## src/hdl/ctig_pkg.sv

```systemverilog
// Shared types and constants for the cylinder triangle index generator.
// Holds the pipeline stage records and configuration register indexes.
// No dependencies.
package ctig_pkg;

  localparam logic [0:0] REG_POINTS_PER_RING = 1'd0;
  localparam logic [0:0] REG_RING_MODE       = 1'd1;

  localparam logic [1:0] MODE_HOLLOW = 2'd2;
  localparam logic [8:0] MIN_POINTS  = 9'd3;
  localparam logic [8:0] RESET_POINTS = 9'd60;
  localparam logic [1:0] RESET_MODE   = 2'd2;

  typedef struct packed {
    logic [10:0] t;
    logic [8:0]  n;
    logic        hollow;
    logic        in_range;
    logic        last;
  } stage_a_t;

  typedef struct packed {
    logic [9:0]  k;
    logic [1:0]  sec;
    logic [8:0]  n;
    logic [10:0] n3;
    logic        hollow;
    logic        in_range;
    logic        last;
  } stage_b_t;

  typedef struct packed {
    logic [9:0] v0;
    logic [9:0] v1;
    logic [9:0] v2;
    logic       in_range;
    logic       last;
  } result_t;

endpackage

```

## src/hdl/ctig_decode.sv

```systemverilog
// Stage one: ring size saturation, triangle count and range check.
// Depends on ctig_pkg.
module ctig_decode import ctig_pkg::*; #(
  parameter int unsigned MAX_POINTS = 256
) (
  input  logic        clk,
  input  logic        rst,
  input  logic        en,
  input  logic        valid_in,
  input  logic [10:0] t_in,
  input  logic [8:0]  points,
  input  logic [1:0]  mode,
  output logic        valid,
  output stage_a_t    stage
);

  localparam int unsigned NLIM = (MAX_POINTS > 511) ? 511 : MAX_POINTS;
  localparam logic [8:0]  N_MAX = 9'(NLIM);

  logic [8:0]  n;
  logic        hollow;
  logic [11:0] count;
  logic [11:0] tw;
  stage_a_t    stage_next;

  always_comb begin
    if (points < MIN_POINTS) begin
      n = MIN_POINTS;
    end else if (points > N_MAX) begin
      n = N_MAX;
    end else begin
      n = points;
    end
    hollow = (mode == MODE_HOLLOW);
    count = hollow ? {n, 3'b000} : {1'b0, n, 2'b00};
    tw = {1'b0, t_in};
    stage_next.t = t_in;
    stage_next.n = n;
    stage_next.hollow = hollow;
    stage_next.in_range = tw < count;
    stage_next.last = (tw < count) && (tw == count - 12'd1);
  end

  always_ff @(posedge clk) begin
    if (rst) begin
      valid <= 1'b0;
    end else if (en) begin
      valid <= valid_in;
    end
  end

  always_ff @(posedge clk) begin
    if (en) begin
      stage <= stage_next;
    end
  end

endmodule

```

## src/hdl/ctig_section.sv

```systemverilog
// Stage two: splits the triangle number into list section and offset.
// Depends on ctig_pkg.
module ctig_section import ctig_pkg::*; (
  input  logic     clk,
  input  logic     rst,
  input  logic     en,
  input  logic     valid_in,
  input  stage_a_t stage_in,
  output logic     valid,
  output stage_b_t stage
);

  logic [11:0] tw, n1, n2, n4, n6, base;
  logic [1:0]  sec;
  stage_b_t    stage_next;

  always_comb begin
    tw = {1'b0, stage_in.t};
    n1 = {3'b000, stage_in.n};
    n2 = {2'b00, stage_in.n, 1'b0};
    n4 = {1'b0, stage_in.n, 2'b00};
    n6 = n4 + n2;
    if (stage_in.hollow) begin
      if (tw < n2) begin
        sec = 2'd0;
        base = 12'd0;
      end else if (tw < n4) begin
        sec = 2'd1;
        base = n2;
      end else if (tw < n6) begin
        sec = 2'd2;
        base = n4;
      end else begin
        sec = 2'd3;
        base = n6;
      end
    end else begin
      if (tw < n1) begin
        sec = 2'd0;
        base = 12'd0;
      end else if (tw < n2) begin
        sec = 2'd1;
        base = n1;
      end else begin
        sec = 2'd2;
        base = n2;
      end
    end
    stage_next.k = 10'(tw - base);
    stage_next.sec = sec;
    stage_next.n = stage_in.n;
    stage_next.n3 = 11'(n2 + n1);
    stage_next.hollow = stage_in.hollow;
    stage_next.in_range = stage_in.in_range;
    stage_next.last = stage_in.last;
  end

  always_ff @(posedge clk) begin
    if (rst) begin
      valid <= 1'b0;
    end else if (en) begin
      valid <= valid_in;
    end
  end

  always_ff @(posedge clk) begin
    if (en) begin
      stage <= stage_next;
    end
  end

endmodule

```

## src/hdl/ctig_vertex.sv

```systemverilog
// Stage three: forms the three vertex indices and holds the output register.
// Depends on ctig_pkg.
module ctig_vertex import ctig_pkg::*; (
  input  logic     clk,
  input  logic     rst,
  input  logic     en,
  input  logic     valid_in,
  input  stage_b_t stage_in,
  output logic     valid,
  output result_t  result
);

  logic [11:0] nw, n2, n3, kw, mw, nxt, prev;
  logic [11:0] a, b, c;
  logic        odd;
  result_t     result_next;

  always_comb begin
    nw = {3'b000, stage_in.n};
    n2 = {2'b00, stage_in.n, 1'b0};
    n3 = {1'b0, stage_in.n3};
    kw = {2'b00, stage_in.k};
    mw = {3'b000, stage_in.k[9:1]};
    odd = stage_in.k[0];
    nxt = (mw + 12'd1 == nw) ? 12'd0 : mw + 12'd1;
    prev = (mw == 12'd0) ? nw - 12'd1 : mw - 12'd1;
    a = 12'd0;
    b = 12'd0;
    c = 12'd0;
    if (stage_in.hollow) begin
      case (stage_in.sec)
        2'd0: begin
          if (!odd) begin
            a = mw; b = nxt; c = mw + nw;
          end else begin
            a = prev + nw; b = mw; c = mw + nw;
          end
        end
        2'd1: begin
          if (!odd) begin
            a = n2 + mw; b = nxt + n2; c = n3 + mw;
          end else begin
            a = prev + n3; b = n2 + mw; c = n3 + mw;
          end
        end
        2'd2: begin
          if (!odd) begin
            a = mw; b = nxt; c = mw + n2;
          end else begin
            a = nxt; b = nxt + n2; c = mw + n2;
          end
        end
        default: begin
          if (!odd) begin
            a = nw + mw; b = nxt + nw; c = n3 + mw;
          end else begin
            a = nxt + nw; b = nxt + n3; c = n3 + mw;
          end
        end
      endcase
    end else begin
      case (stage_in.sec)
        2'd0: begin
          a = 12'd0;
          if (kw < nw - 12'd1) begin
            b = kw + 12'd1; c = kw + 12'd2;
          end else begin
            b = nw; c = 12'd1;
          end
        end
        2'd1: begin
          a = nw + 12'd1;
          if (kw < nw - 12'd1) begin
            b = nw + 12'd2 + kw; c = nw + 12'd3 + kw;
          end else begin
            b = n2 + 12'd1; c = nw + 12'd2;
          end
        end
        default: begin
          if (mw < nw - 12'd1) begin
            if (!odd) begin
              a = mw + 12'd1; b = mw + 12'd2; c = nw + 12'd2 + mw;
            end else begin
              a = mw + 12'd2; b = nw + 12'd2 + mw; c = nw + 12'd3 + mw;
            end
          end else begin
            if (!odd) begin
              a = nw; b = 12'd1; c = n2 + 12'd1;
            end else begin
              a = 12'd1; b = n2 + 12'd1; c = nw + 12'd2;
            end
          end
        end
      endcase
    end
    if (!stage_in.in_range) begin
      a = 12'd0;
      b = 12'd0;
      c = 12'd0;
    end
    result_next.v0 = a[9:0];
    result_next.v1 = b[9:0];
    result_next.v2 = c[9:0];
    result_next.in_range = stage_in.in_range;
    result_next.last = stage_in.last;
  end

  always_ff @(posedge clk) begin
    if (rst) begin
      valid <= 1'b0;
    end else if (en) begin
      valid <= valid_in;
    end
  end

  always_ff @(posedge clk) begin
    if (en) begin
      result <= result_next;
    end
  end

endmodule

```

## src/hdl/cylinder_triangle_index_generator.sv

```systemverilog
// Cylinder triangle index generator, top level.
// Uses ctig_pkg, ctig_decode, ctig_section and ctig_vertex.
//
// Usage:
//   Input channel (in_valid/in_ready, triangle_number) takes one triangle
//   number per transfer. Output channel (out_valid/out_ready) gives the three
//   vertex indices, in_range and last_triangle of that triangle, in order.
//   Configuration: cfg_write with cfg_index 0 sets points_per_ring (saturated
//   to 3..MAX_POINTS, at most 511, on use), index 1 sets ring_mode (2 = hollow
//   tube, other codes = solid cylinder). Write only while the pipeline is empty.
//   Pipeline: 3 register stages (decode, section and vertex, the last being the
//   output register), each registering the result of the one before.
//   Throughput: one triangle per cycle while out_ready holds; each stage is a single register.
//   Stall: a stage holds while the stage after it is full and held; empty
//   stages keep filling, so in_ready drops only once all three are full.
//   Reset: pipeline emptied, points_per_ring = 60, ring_mode = 2.
module cylinder_triangle_index_generator import ctig_pkg::*; #(
  parameter int unsigned MAX_POINTS = 256
) (
  input  logic        clk,
  input  logic        rst,
  input  logic        in_valid,
  output logic        in_ready,
  input  logic [10:0] triangle_number,
  output logic        out_valid,
  input  logic        out_ready,
  output logic [9:0]  vertex_first,
  output logic [9:0]  vertex_second,
  output logic [9:0]  vertex_third,
  output logic        in_range,
  output logic        last_triangle,
  input  logic        cfg_write,
  input  logic [0:0]  cfg_index,
  input  logic [8:0]  cfg_data
);

  logic [8:0] points_per_ring;
  logic [1:0] ring_mode;
  logic       en_a, en_b, en_c;
  logic       valid_a, valid_b, valid_c;
  stage_a_t   stage_a;
  stage_b_t   stage_b;
  result_t    result;

  always_ff @(posedge clk) begin
    if (rst) begin
      points_per_ring <= RESET_POINTS;
      ring_mode <= RESET_MODE;
    end else if (cfg_write) begin
      case (cfg_index)
        REG_POINTS_PER_RING: points_per_ring <= cfg_data;
        REG_RING_MODE:       ring_mode <= cfg_data[1:0];
        default: ;
      endcase
    end
  end

  assign en_c = !valid_c || out_ready;
  assign en_b = !valid_b || en_c;
  assign en_a = !valid_a || en_b;
  assign in_ready = en_a;

  ctig_decode #(
    .MAX_POINTS(MAX_POINTS)
  ) u_decode (
    .clk(clk),
    .rst(rst),
    .en(en_a),
    .valid_in(in_valid),
    .t_in(triangle_number),
    .points(points_per_ring),
    .mode(ring_mode),
    .valid(valid_a),
    .stage(stage_a)
  );

  ctig_section u_section (
    .clk(clk),
    .rst(rst),
    .en(en_b),
    .valid_in(valid_a),
    .stage_in(stage_a),
    .valid(valid_b),
    .stage(stage_b)
  );

  ctig_vertex u_vertex (
    .clk(clk),
    .rst(rst),
    .en(en_c),
    .valid_in(valid_b),
    .stage_in(stage_b),
    .valid(valid_c),
    .result(result)
  );

  assign out_valid = valid_c;
  assign vertex_first = result.v0;
  assign vertex_second = result.v1;
  assign vertex_third = result.v2;
  assign in_range = result.in_range;
  assign last_triangle = result.last;

`ifndef NO_ASSERTIONS
  a_out_of_range_zero: assert property (@(posedge clk) disable iff (rst)
    (out_valid && !in_range) |->
      (vertex_first == 10'd0 && vertex_second == 10'd0 && vertex_third == 10'd0))
    else $error("out-of-range triangle with nonzero indices");

  a_last_in_range: assert property (@(posedge clk) disable iff (rst)
    (out_valid && last_triangle) |-> in_range)
    else $error("last_triangle set outside the list");

  a_stall_full: assert property (@(posedge clk) disable iff (rst)
    !in_ready |-> (valid_a && valid_b && valid_c && !out_ready))
    else $error("input stalled with a bubble in the pipeline");
`endif

endmodule

```

## config.mk

```make
export PLATFORM = sky130hd
export DESIGN_NAME = cylinder_triangle_index_generator
export DESIGN_NICKNAME = d
export VERILOG_FILES = /design/src/hdl/ctig_pkg.sv /design/src/hdl/ctig_decode.sv /design/src/hdl/ctig_section.sv /design/src/hdl/ctig_vertex.sv /design/src/hdl/cylinder_triangle_index_generator.sv
export SDC_FILE = /design/constraint.sdc
export NUM_CORES = 1
export LEC_CHECK = 0
export ABC_CLOCK_PERIOD_IN_PS = 5630
export BUFFER_PORTS_ARGS = -buffer_cell sky130_fd_sc_hd__buf_2
export CORE_ASPECT_RATIO = 1.25
export CORE_MARGIN = 3
export CORE_UTILIZATION = 59
export CTS_BUF_LIST = sky130_fd_sc_hd__clkbuf_4
export DETAILED_ROUTE_END_ITERATION = 16
export PLACE_DENSITY = 0.8
export SETUP_SLACK_MARGIN = 0.2
export SLEW_MARGIN = 20
export SYNTH_ARGS = -nofsm -noshare
export SYNTH_HDL_FRONTEND = slang
export SYNTH_SLANG_ARGS = --single-unit
```

## constraint.sdc

```tcl
create_clock -name clk -period 5.63 [get_ports clk]
set_clock_uncertainty 0.15 [all_clocks]
set_input_delay 1.126 -clock clk [delete_from_list [all_inputs] [get_ports clk]]
set_output_delay 1.126 -clock clk [all_outputs]
set_load 0.05 [all_outputs]
```

---- Word level (Yosys, flattened, before mapping) ----
Cells that the tools add are included.
cells by class
  $add $sub $neg .......................... 26
  multiply operators ...................... 0
  div/mod/pow operators ................... 0
  magnitude comparators ................... 9
  equality and inequality tests ........... 5
  shift operators ......................... 0
  multiplexer cells ....................... 47
  bitwise gates (word level) .............. 1
  reductions and logical operators ........ 11
operator list
  operator                                                               count
  10-bit two-way mux                                                     31
  10-bit case mux with 2 select lines                                    4
  10-bit by 9-bit adder with 10-bit output                               7
  10-bit case mux with 3 select lines                                    2
  10-bit adder                                                           5
  9-bit by 2-bit adder with 10-bit output (second input constant)        3
  9-bit two-way mux                                                      3
  11-bit by 12-bit < comparator with 1-bit output                        2
  10-bit by 1-bit adder with 10-bit output (second input constant)       2
  9-bit by 1-bit adder with 10-bit output (second input constant)        2
  9-bit by 1-bit subtractor with 10-bit output (second input constant)   2
  11-bit by 10-bit adder with 12-bit output                              1
  11-bit by 12-bit equality test with 1-bit output                       1
  10-bit by 12-bit < comparator with 1-bit output                        1
  9-bit by 12-bit < comparator with 1-bit output                         1
  12-bit two-way mux                                                     1
  12-bit by 1-bit subtractor with 12-bit output (second input constant)  1
  11-bit by 10-bit < comparator with 1-bit output                        1
  11-bit < comparator                                                    1
  11-bit by 9-bit < comparator with 1-bit output                         1
  10-bit by 2-bit adder with 10-bit output (second input constant)       1
  9-bit by 9-bit adder with 10-bit output                                1
  10-bit by 9-bit equality test with 1-bit output                        1
  2-bit two-way mux                                                      5
  13 further kinds                                                       19
storage, ports and cells
  register bits after elaboration ......... 103
  latch bits .............................. 0
  memory bits (writable) .................. 0
  memory bits (read-only) ................. 0
  input bits .............................. 26
  memories kept ........................... 0

---- Longest topological paths before layout ----
  depth after elaboration ................. 7
  depth in mapped cells ................... 25

---- Hierarchy ----
From an unflattened synthesis, not the netlist that was laid out.
unflattened totals
  cell total of the unflattened synthesis .. 1755
  area total of the unflattened synthesis .. 14795.4 um^2
by module, submodules not included
  module                             instances  cells an instance  area an instance (um^2)
  ctig_vertex                        1          1294               9826.9
  ctig_section                       1          281                2995.4
  ctig_decode                        1          130                1485.2
  cylinder_triangle_index_generator  1          50                 488.0

---- Least setup slack after synthesis ----
OpenSTA, ideal clock, no wires.
  kind .................................... register -> register
  from .................................... reg u_decode.stage[4] (netlist name)
  to ...................................... reg u_section.stage[34] (netlist name) (data pin)
  library setup time ...................... 260 ps
  arrival time ............................ 4809 ps
  required time ........................... 5220 ps
  path slack .............................. 412 ps
  stages on the path, launching flop included .. 25
  buffers on the path ..................... 0
  cells stage by stage .................... edfxtp_1 -> ha_1 -> fa_1 -> nand3_1 -> nand2_1 -> a21o_1 -> a21o_1 -> a21oi_1 -> nor2_1 -> nor2_1 -> xnor2_1 -> ha_1 -> a32oi_1 -> a311oi_1 -> a221oi_1 -> ha_1 -> nor2b_1 -> o21ai_0 -> a21boi_0 -> o21ai_0 -> a21oi_1 -> a21o_1 -> a21oi_1 -> xor2_1 -> xnor2_1
RTL lines
  item                    RTL line            text
  from (decl)             ctig_decode.sv:14   output stage_a_t stage
  from (signal assigned)  ctig_decode.sv:54   stage <= stage_next;
  to (signal assigned)    ctig_section.sv:68  stage <= stage_next;
  to (decl)               ctig_section.sv:10  output stage_b_t stage

---- Final worst setup path ----
  from .................................... reg u_section.stage[29] (netlist name)
  to ...................................... reg u_vertex.result[19] (netlist name)
on the way
  cells in the longest elaborated chain, start to end .. 7
  elaborated cells between the ends (all ways) .. 24
  those cells by class .................... add/sub: 9; order compare: 2; eq/ne: 1; mux: 12
RTL lines
  item                                                              RTL line                                                 text
  9-bit by 1-bit adder with 10-bit output                           ctig_vertex.sv:25                                        nxt = (mw + 12'd1 == nw) ? 12'd0 : mw + 12'd1;
  10-bit by 9-bit equality test with 1-bit output                   ctig_vertex.sv:25
  10-bit two-way mux                                                ctig_vertex.sv:25
  10-bit by 9-bit adder with 10-bit output (tied with other cells)  ctig_vertex.sv:55                                        a = nw + mw; b = nxt + nw; c = n3 + mw;
  10-bit two-way mux, on equally long branches                      ctig_vertex.sv:54, ctig_vertex.sv:40, ctig_vertex.sv:47
  10-bit case mux with 3 select lines                               ctig_vertex.sv:31                                        case (stage_in.sec)
  10-bit two-way mux *                                              ctig_vertex.sv:30                                        if (stage_in.hollow) begin
Mark *: on every way between the ends. The rest lies on a longest branch, timed or not.
A chain may end at the register's enable or synchronous reset.

==> impl_metrics.prom <==
# TYPE chip_impl_metric gauge
chip_impl_metric{name="finish.net_count",unit=""} 2003
chip_impl_info{name="status",value="completed"} 1
chip_impl_metric{name="min_period_over_period",unit="%"} 93.18
chip_impl_metric{name="worst-endpoint-arrival",unit="ps"} 5390
chip_impl_info{name="timing_worst_setup_path_type",value="flip-flop to flip-flop"} 1
chip_impl_metric{name="reg2reg_depth",unit=""} 19
chip_impl_info{name="synth_largest_area_cell",value="edfxtp_1"} 1
chip_impl_info{name="critical_path.cell_chain",value="buf_4 > and3_1 > nand3_1 > xnor2_2 > o21ai_0 > nor4_4 > and2b_1 > ha_1 > inv_1 > fa_1 > nor2b_1 > o21ai_0 > nand2b_1 > a311oi_2 > xnor2_1 > mux4_2 > a21oi_1 > o21ai_0 > and3_1"} 1
chip_impl_metric{name="worstHoldPathCells",unit=""} 0
chip_impl_metric{name="drt_wl_total",unit="um"} 51630
chip_impl_metric{name="via_to_cell_ratio",unit=""} 6.857
chip_impl_metric{name="floorplan.core_area",unit="um2"} 23270
chip_impl_metric{name="max_freq",unit="GHz"} 0.1906
chip_impl_metric{name="regArea",unit="um2"} 2923
chip_impl_info{name="critical_path.reg2reg.endpoint",value="u_vertex.result[19]"} 1
chip_impl_metric{name="postCtsHoldBufs",unit=""} 0
chip_impl_info{name="critical_path.reg2reg.startpoint",value="u_section.stage[29]"} 1
chip_impl_metric{name="initial_standard_cell_utilization_of_the_core",unit="%"} 60.56
chip_impl_metric{name="design_power_total",unit="mW"} 8.387
chip_impl_metric{name="report.final.slew_viol_count",unit=""} 0
chip_impl_metric{name="report.final.hold_viol_count",unit=""} 0
chip_impl_metric{name="insertion_delay",unit="ps"} 530
chip_impl_metric{name="number_of_nets_with_antenna_violations_after_routing",unit=""} 0
chip_impl_metric{name="power.density_cell_area",unit="nW/um2"} 549.1
chip_impl_metric{name="ys.warnings.count",unit=""} 0
chip_impl_info{name="netlist_top_cells_area",value="edfxtp_1, ha_1, xnor2_1"} 1
chip_impl_info{name="synth_ff_type",value="edfxtp_1"} 1
chip_impl_metric{name="critPathBufInv",unit=""} 2
chip_impl_info{name="end_kind",value="flip-flop"} 1
chip_impl_metric{name="netlist_instances",unit=""} 1702
chip_impl_metric{name="htreeDepth",unit=""} 3
chip_impl_metric{name="drtPass1Iterations",unit=""} 5
chip_impl_metric{name="flow.area_growth_from_synthesis",unit="%"} 8.380
chip_impl_metric{name="clk_path_buf_depth",unit=""} 2
chip_impl_metric{name="report.final.setup_viol",unit=""} 0
chip_impl_metric{name="route.detailed.wl_per_inst",unit="um"} 25.00
chip_impl_metric{name="detailroute.via_count",unit=""} 14160
chip_impl_metric{name="setup_slack",unit="ps"} 383.9
chip_impl_info{name="critPathMostFrequentCell",value="o21ai_0"} 1
chip_impl_metric{name="fp.dieArea",unit="um2"} 25790
chip_impl_metric{name="detail_route.drc_violations",unit=""} 0
chip_impl_info{name="hold_path_class",value="flip-flop to flip-flop"} 1
chip_impl_metric{name="worst_setup_hold_path_clk_slew",unit="ps"} 190
chip_impl_metric{name="hpwlAfterDp",unit="um"} 39570
chip_impl_metric{name="gr-usage-all-layers",unit="%"} 39.31
chip_impl_metric{name="final.min_clock_period",unit="ps"} 5246
chip_impl_metric{name="critical_path_peak_fanout",unit=""} 8
chip_impl_metric{name="synth_area",unit="um2"} 14090
chip_impl_info{name="critical-path-slowest-cell",value="edfxtp_1"} 1
chip_impl_metric{name="grt_first_pass_wirelength",unit="um"} 77110
chip_impl_metric{name="grt_start_max_net_pins",unit=""} 64
chip_impl_metric{name="fillCellCount",unit=""} 2024
chip_impl_info{name="clockRootBuffer",value="clkbuf_4"} 1
chip_impl_metric{name="post_route_cells_drive_above_1_share",unit="%"} 11.94
chip_impl_metric{name="ff2ff_setup_slack",unit="ps"} 380
chip_impl_metric{name="placementRows",unit=""} 62
chip_impl_info{name="min_to",value="u_vertex.result[0]"} 1
chip_impl_metric{name="cts_buffers",unit=""} 9
chip_impl_info{name="timing.critical_path.max_delay_family",value="simple AND/OR/NAND/NOR gates"} 1
chip_impl_metric{name="synth-async-reset-ratio",unit="%"} 0
chip_impl_metric{name="grt_remaining_overflow",unit=""} 0
chip_impl_info{name="timing.critical_path.from_type",value="flip-flop"} 1
chip_impl_metric{name="clock_sink_count",unit=""} 102
chip_impl_metric{name="multi_input_area",unit="um2"} 10670
chip_impl_metric{name="worst_slew_pin_slew",unit="ps"} 1121
chip_impl_metric{name="max_slew_margin",unit="%"} 25.07
chip_impl_metric{name="syn_avg_cell_area",unit="um2"} 8.281
chip_impl_metric{name="grt_antenna_before_repair",unit=""} 2
chip_impl_metric{name="yosys.cell_types.count",unit=""} 81
chip_impl_metric{name="die_h",unit="um"} 178.8
chip_impl_metric{name="static-leakage-power",unit="nW"} 6.593
chip_impl_metric{name="pre_cts_ws",unit="ps"} 152.4
chip_impl_metric{name="num_io_pins",unit=""} 60
chip_impl_info{name="cts_tree",value="done"} 1
chip_impl_metric{name="critPathMaxStageDelay",unit="ps"} 720
chip_impl_metric{name="drt_iter0_markers",unit=""} 1389
chip_impl_metric{name="timing.max_cap.violations",unit=""} 0
chip_impl_metric{name="postSynthNetCount",unit=""} 1935
chip_impl_metric{name="synth_enable_flop_cells",unit=""} 88
chip_impl_metric{name="seq_total_area_yosys",unit="%"} 20.74
chip_impl_metric{name="chipWidth",unit="um"} 144.2
chip_impl_metric{name="yosysTopAreaCellShare",unit="%"} 18.75
chip_impl_info{name="hold_path_startpoint",value="u_section.stage[0]"} 1
chip_impl_metric{name="number_of_buffer_cells_added_on_primary_ports",unit=""} 59
chip_impl_info{name="rsz0062_at_grt",value="no"} 1
chip_impl_metric{name="place_congestion",unit=""} 1.065
chip_impl_metric{name="totalNegativeSetupSlack",unit="ps"} 0
chip_impl_metric{name="synth-seq-cells",unit=""} 102
chip_impl_metric{name="peakVddDrop",unit="mV"} 0.2110
chip_impl_metric{name="grt_pass1_vias",unit=""} 13439
chip_impl_metric{name="cp.required",unit="ps"} 5780
==> flip-flops by register name, indices dropped and copies added (netlist names) <==
name and flops:
ring_mode 2, u_vertex.valid 1, u_vertex.result 32, u_decode.stage 23, u_section.valid 1, u_decode.valid 1
u_section.stage 33, points_per_ring 9
==> cell type report <==
class | count | area share, %
clock buffers | 9 | 0.4423
inverters | 75 | 1.843
repair buffers | 138 | 5.815
flip-flops and latches | 102 | 19.13
multi-input cells | 1444 | 69.84
clock inverters | 7 | 0.5324
well taps | 288 | 2.359
diodes | 2 | 0.03276
==> power by group <==
part	switching [mW]	internal [mW]
Combinational	4.24	2.54
Clock	0.311	0.111
Sequential	0.177	1.01
Total	4.72	3.66
==> layout by cell type (no fill, tap or decap), types with 10 or more instances in the layout <==
master and instances:
dfxtp_1 14, a211oi_1 32, mux2i_1 41, fa_1 13, buf_4 79, and3_1 15
inv_1 72, nor2b_1 26, o21a_1 13, o21ai_0 83, edfxtp_1 88, xor2_1 65
o211ai_1 24, buf_2 59, nor2_1 151, nand3_1 33, a21oi_1 139, o221ai_1 10
nand4_1 12, nor3_1 50, a31oi_1 16, xnor2_1 115, nand2b_1 19, nand2_1 148
o22ai_1 13, a21o_1 34, ha_1 192
==> metrics by stage <==
| step | cell area, um2 | utilization [%] | std cells | hold slack, ps |
|---|---|---|---|---|
| 2_1_floorplan | 14090 | - | 1702 | 250.3 |
| 3_3_place_gp | 14960 | 64.26 | 2038 | 251.7 |
| 3_5_place_dp | 14960 | 64.26 | 2038 | 260.6 |
| 4_1_cts | 15120 | 64.96 | 2054 | 304.2 |
| 5_1_grt | 15280 | 65.64 | 2065 | 315.2 |
| 6_report | 15280 | 65.64 | 2065 | 300.8 |
==> worst max path at each step <==
stage	endpoint	cells past startpoint	startpoint	slack [ps]
2_1_floorplan	u_section.stage[34]	24	u_decode.stage[4]	410
3_3_place_gp	u_section.stage[34]	25	u_decode.stage[3]	350
3_5_place_dp	u_section.stage[34]	25	u_decode.stage[3]	150
4_1_cts	u_section.stage[34]	25	u_decode.stage[3]	210
5_1_grt	u_vertex.result[19]	19	u_section.stage[29]	210
6_report	u_vertex.result[19]	19	u_section.stage[29]	380
==> per-layer routing <==
layer / vias up / GRT usage, % / share of wire (%)
li1: 6439 / - / -
met1: 6558 / 45.77 / 36
met2: 894 / 65.88 / 46
met3: 269 / 7.177 / 9.2
met4: 0 / 25.47 / 8.5
met5: - / 0 / 0
==> cell families after synthesis <==
| family | count (synthesis) | synth area share (%) |
|---|---|---|
| XOR/XNOR | 181 | 11.25 |
| AND/OR/NAND/NOR | 516 | 17.19 |
| flip-flops | 102 | 20.74 |
| multiplexers | 56 | 4.696 |
| adder cells (fa/ha/maj) | 207 | 19.12 |
| AO/OA/AOI/OAI | 484 | 22.71 |
| buffers and inverters | 156 | 4.297 |
==> cells in the mapped netlist, types with 9 or more instances <==
cell type / n
xnor2_1: 116
edfxtp_1: 88
xor2_1: 65
o21bai_1: 9
nand3_1: 33
nor2b_1: 26
inv_1: 73
a211oi_1: 32
buf_1: 16
fa_1: 14
o21a_1: 13
nand2_1: 148
nor3_1: 52
dfxtp_1: 14
clkbuf_1: 57
o21ai_0: 85
ha_1: 193
a21oi_1: 145
mux2i_1: 41
nand2b_1: 19
nor4_1: 9
and3_1: 15
o211ai_1: 24
nor2_1: 152
or2_2: 9
a31oi_1: 16
a21o_1: 34
o22ai_1: 13
o221ai_1: 10
nand4_1: 12
==> timing repair <==
item                       in CTS  in global routing
pin swaps                       0                  7
resized for setup               2                 20
setup endpoints to repair       1                 11
buffers inserted                0                  9
Note: power is estimated with default switching activity, not from simulation.
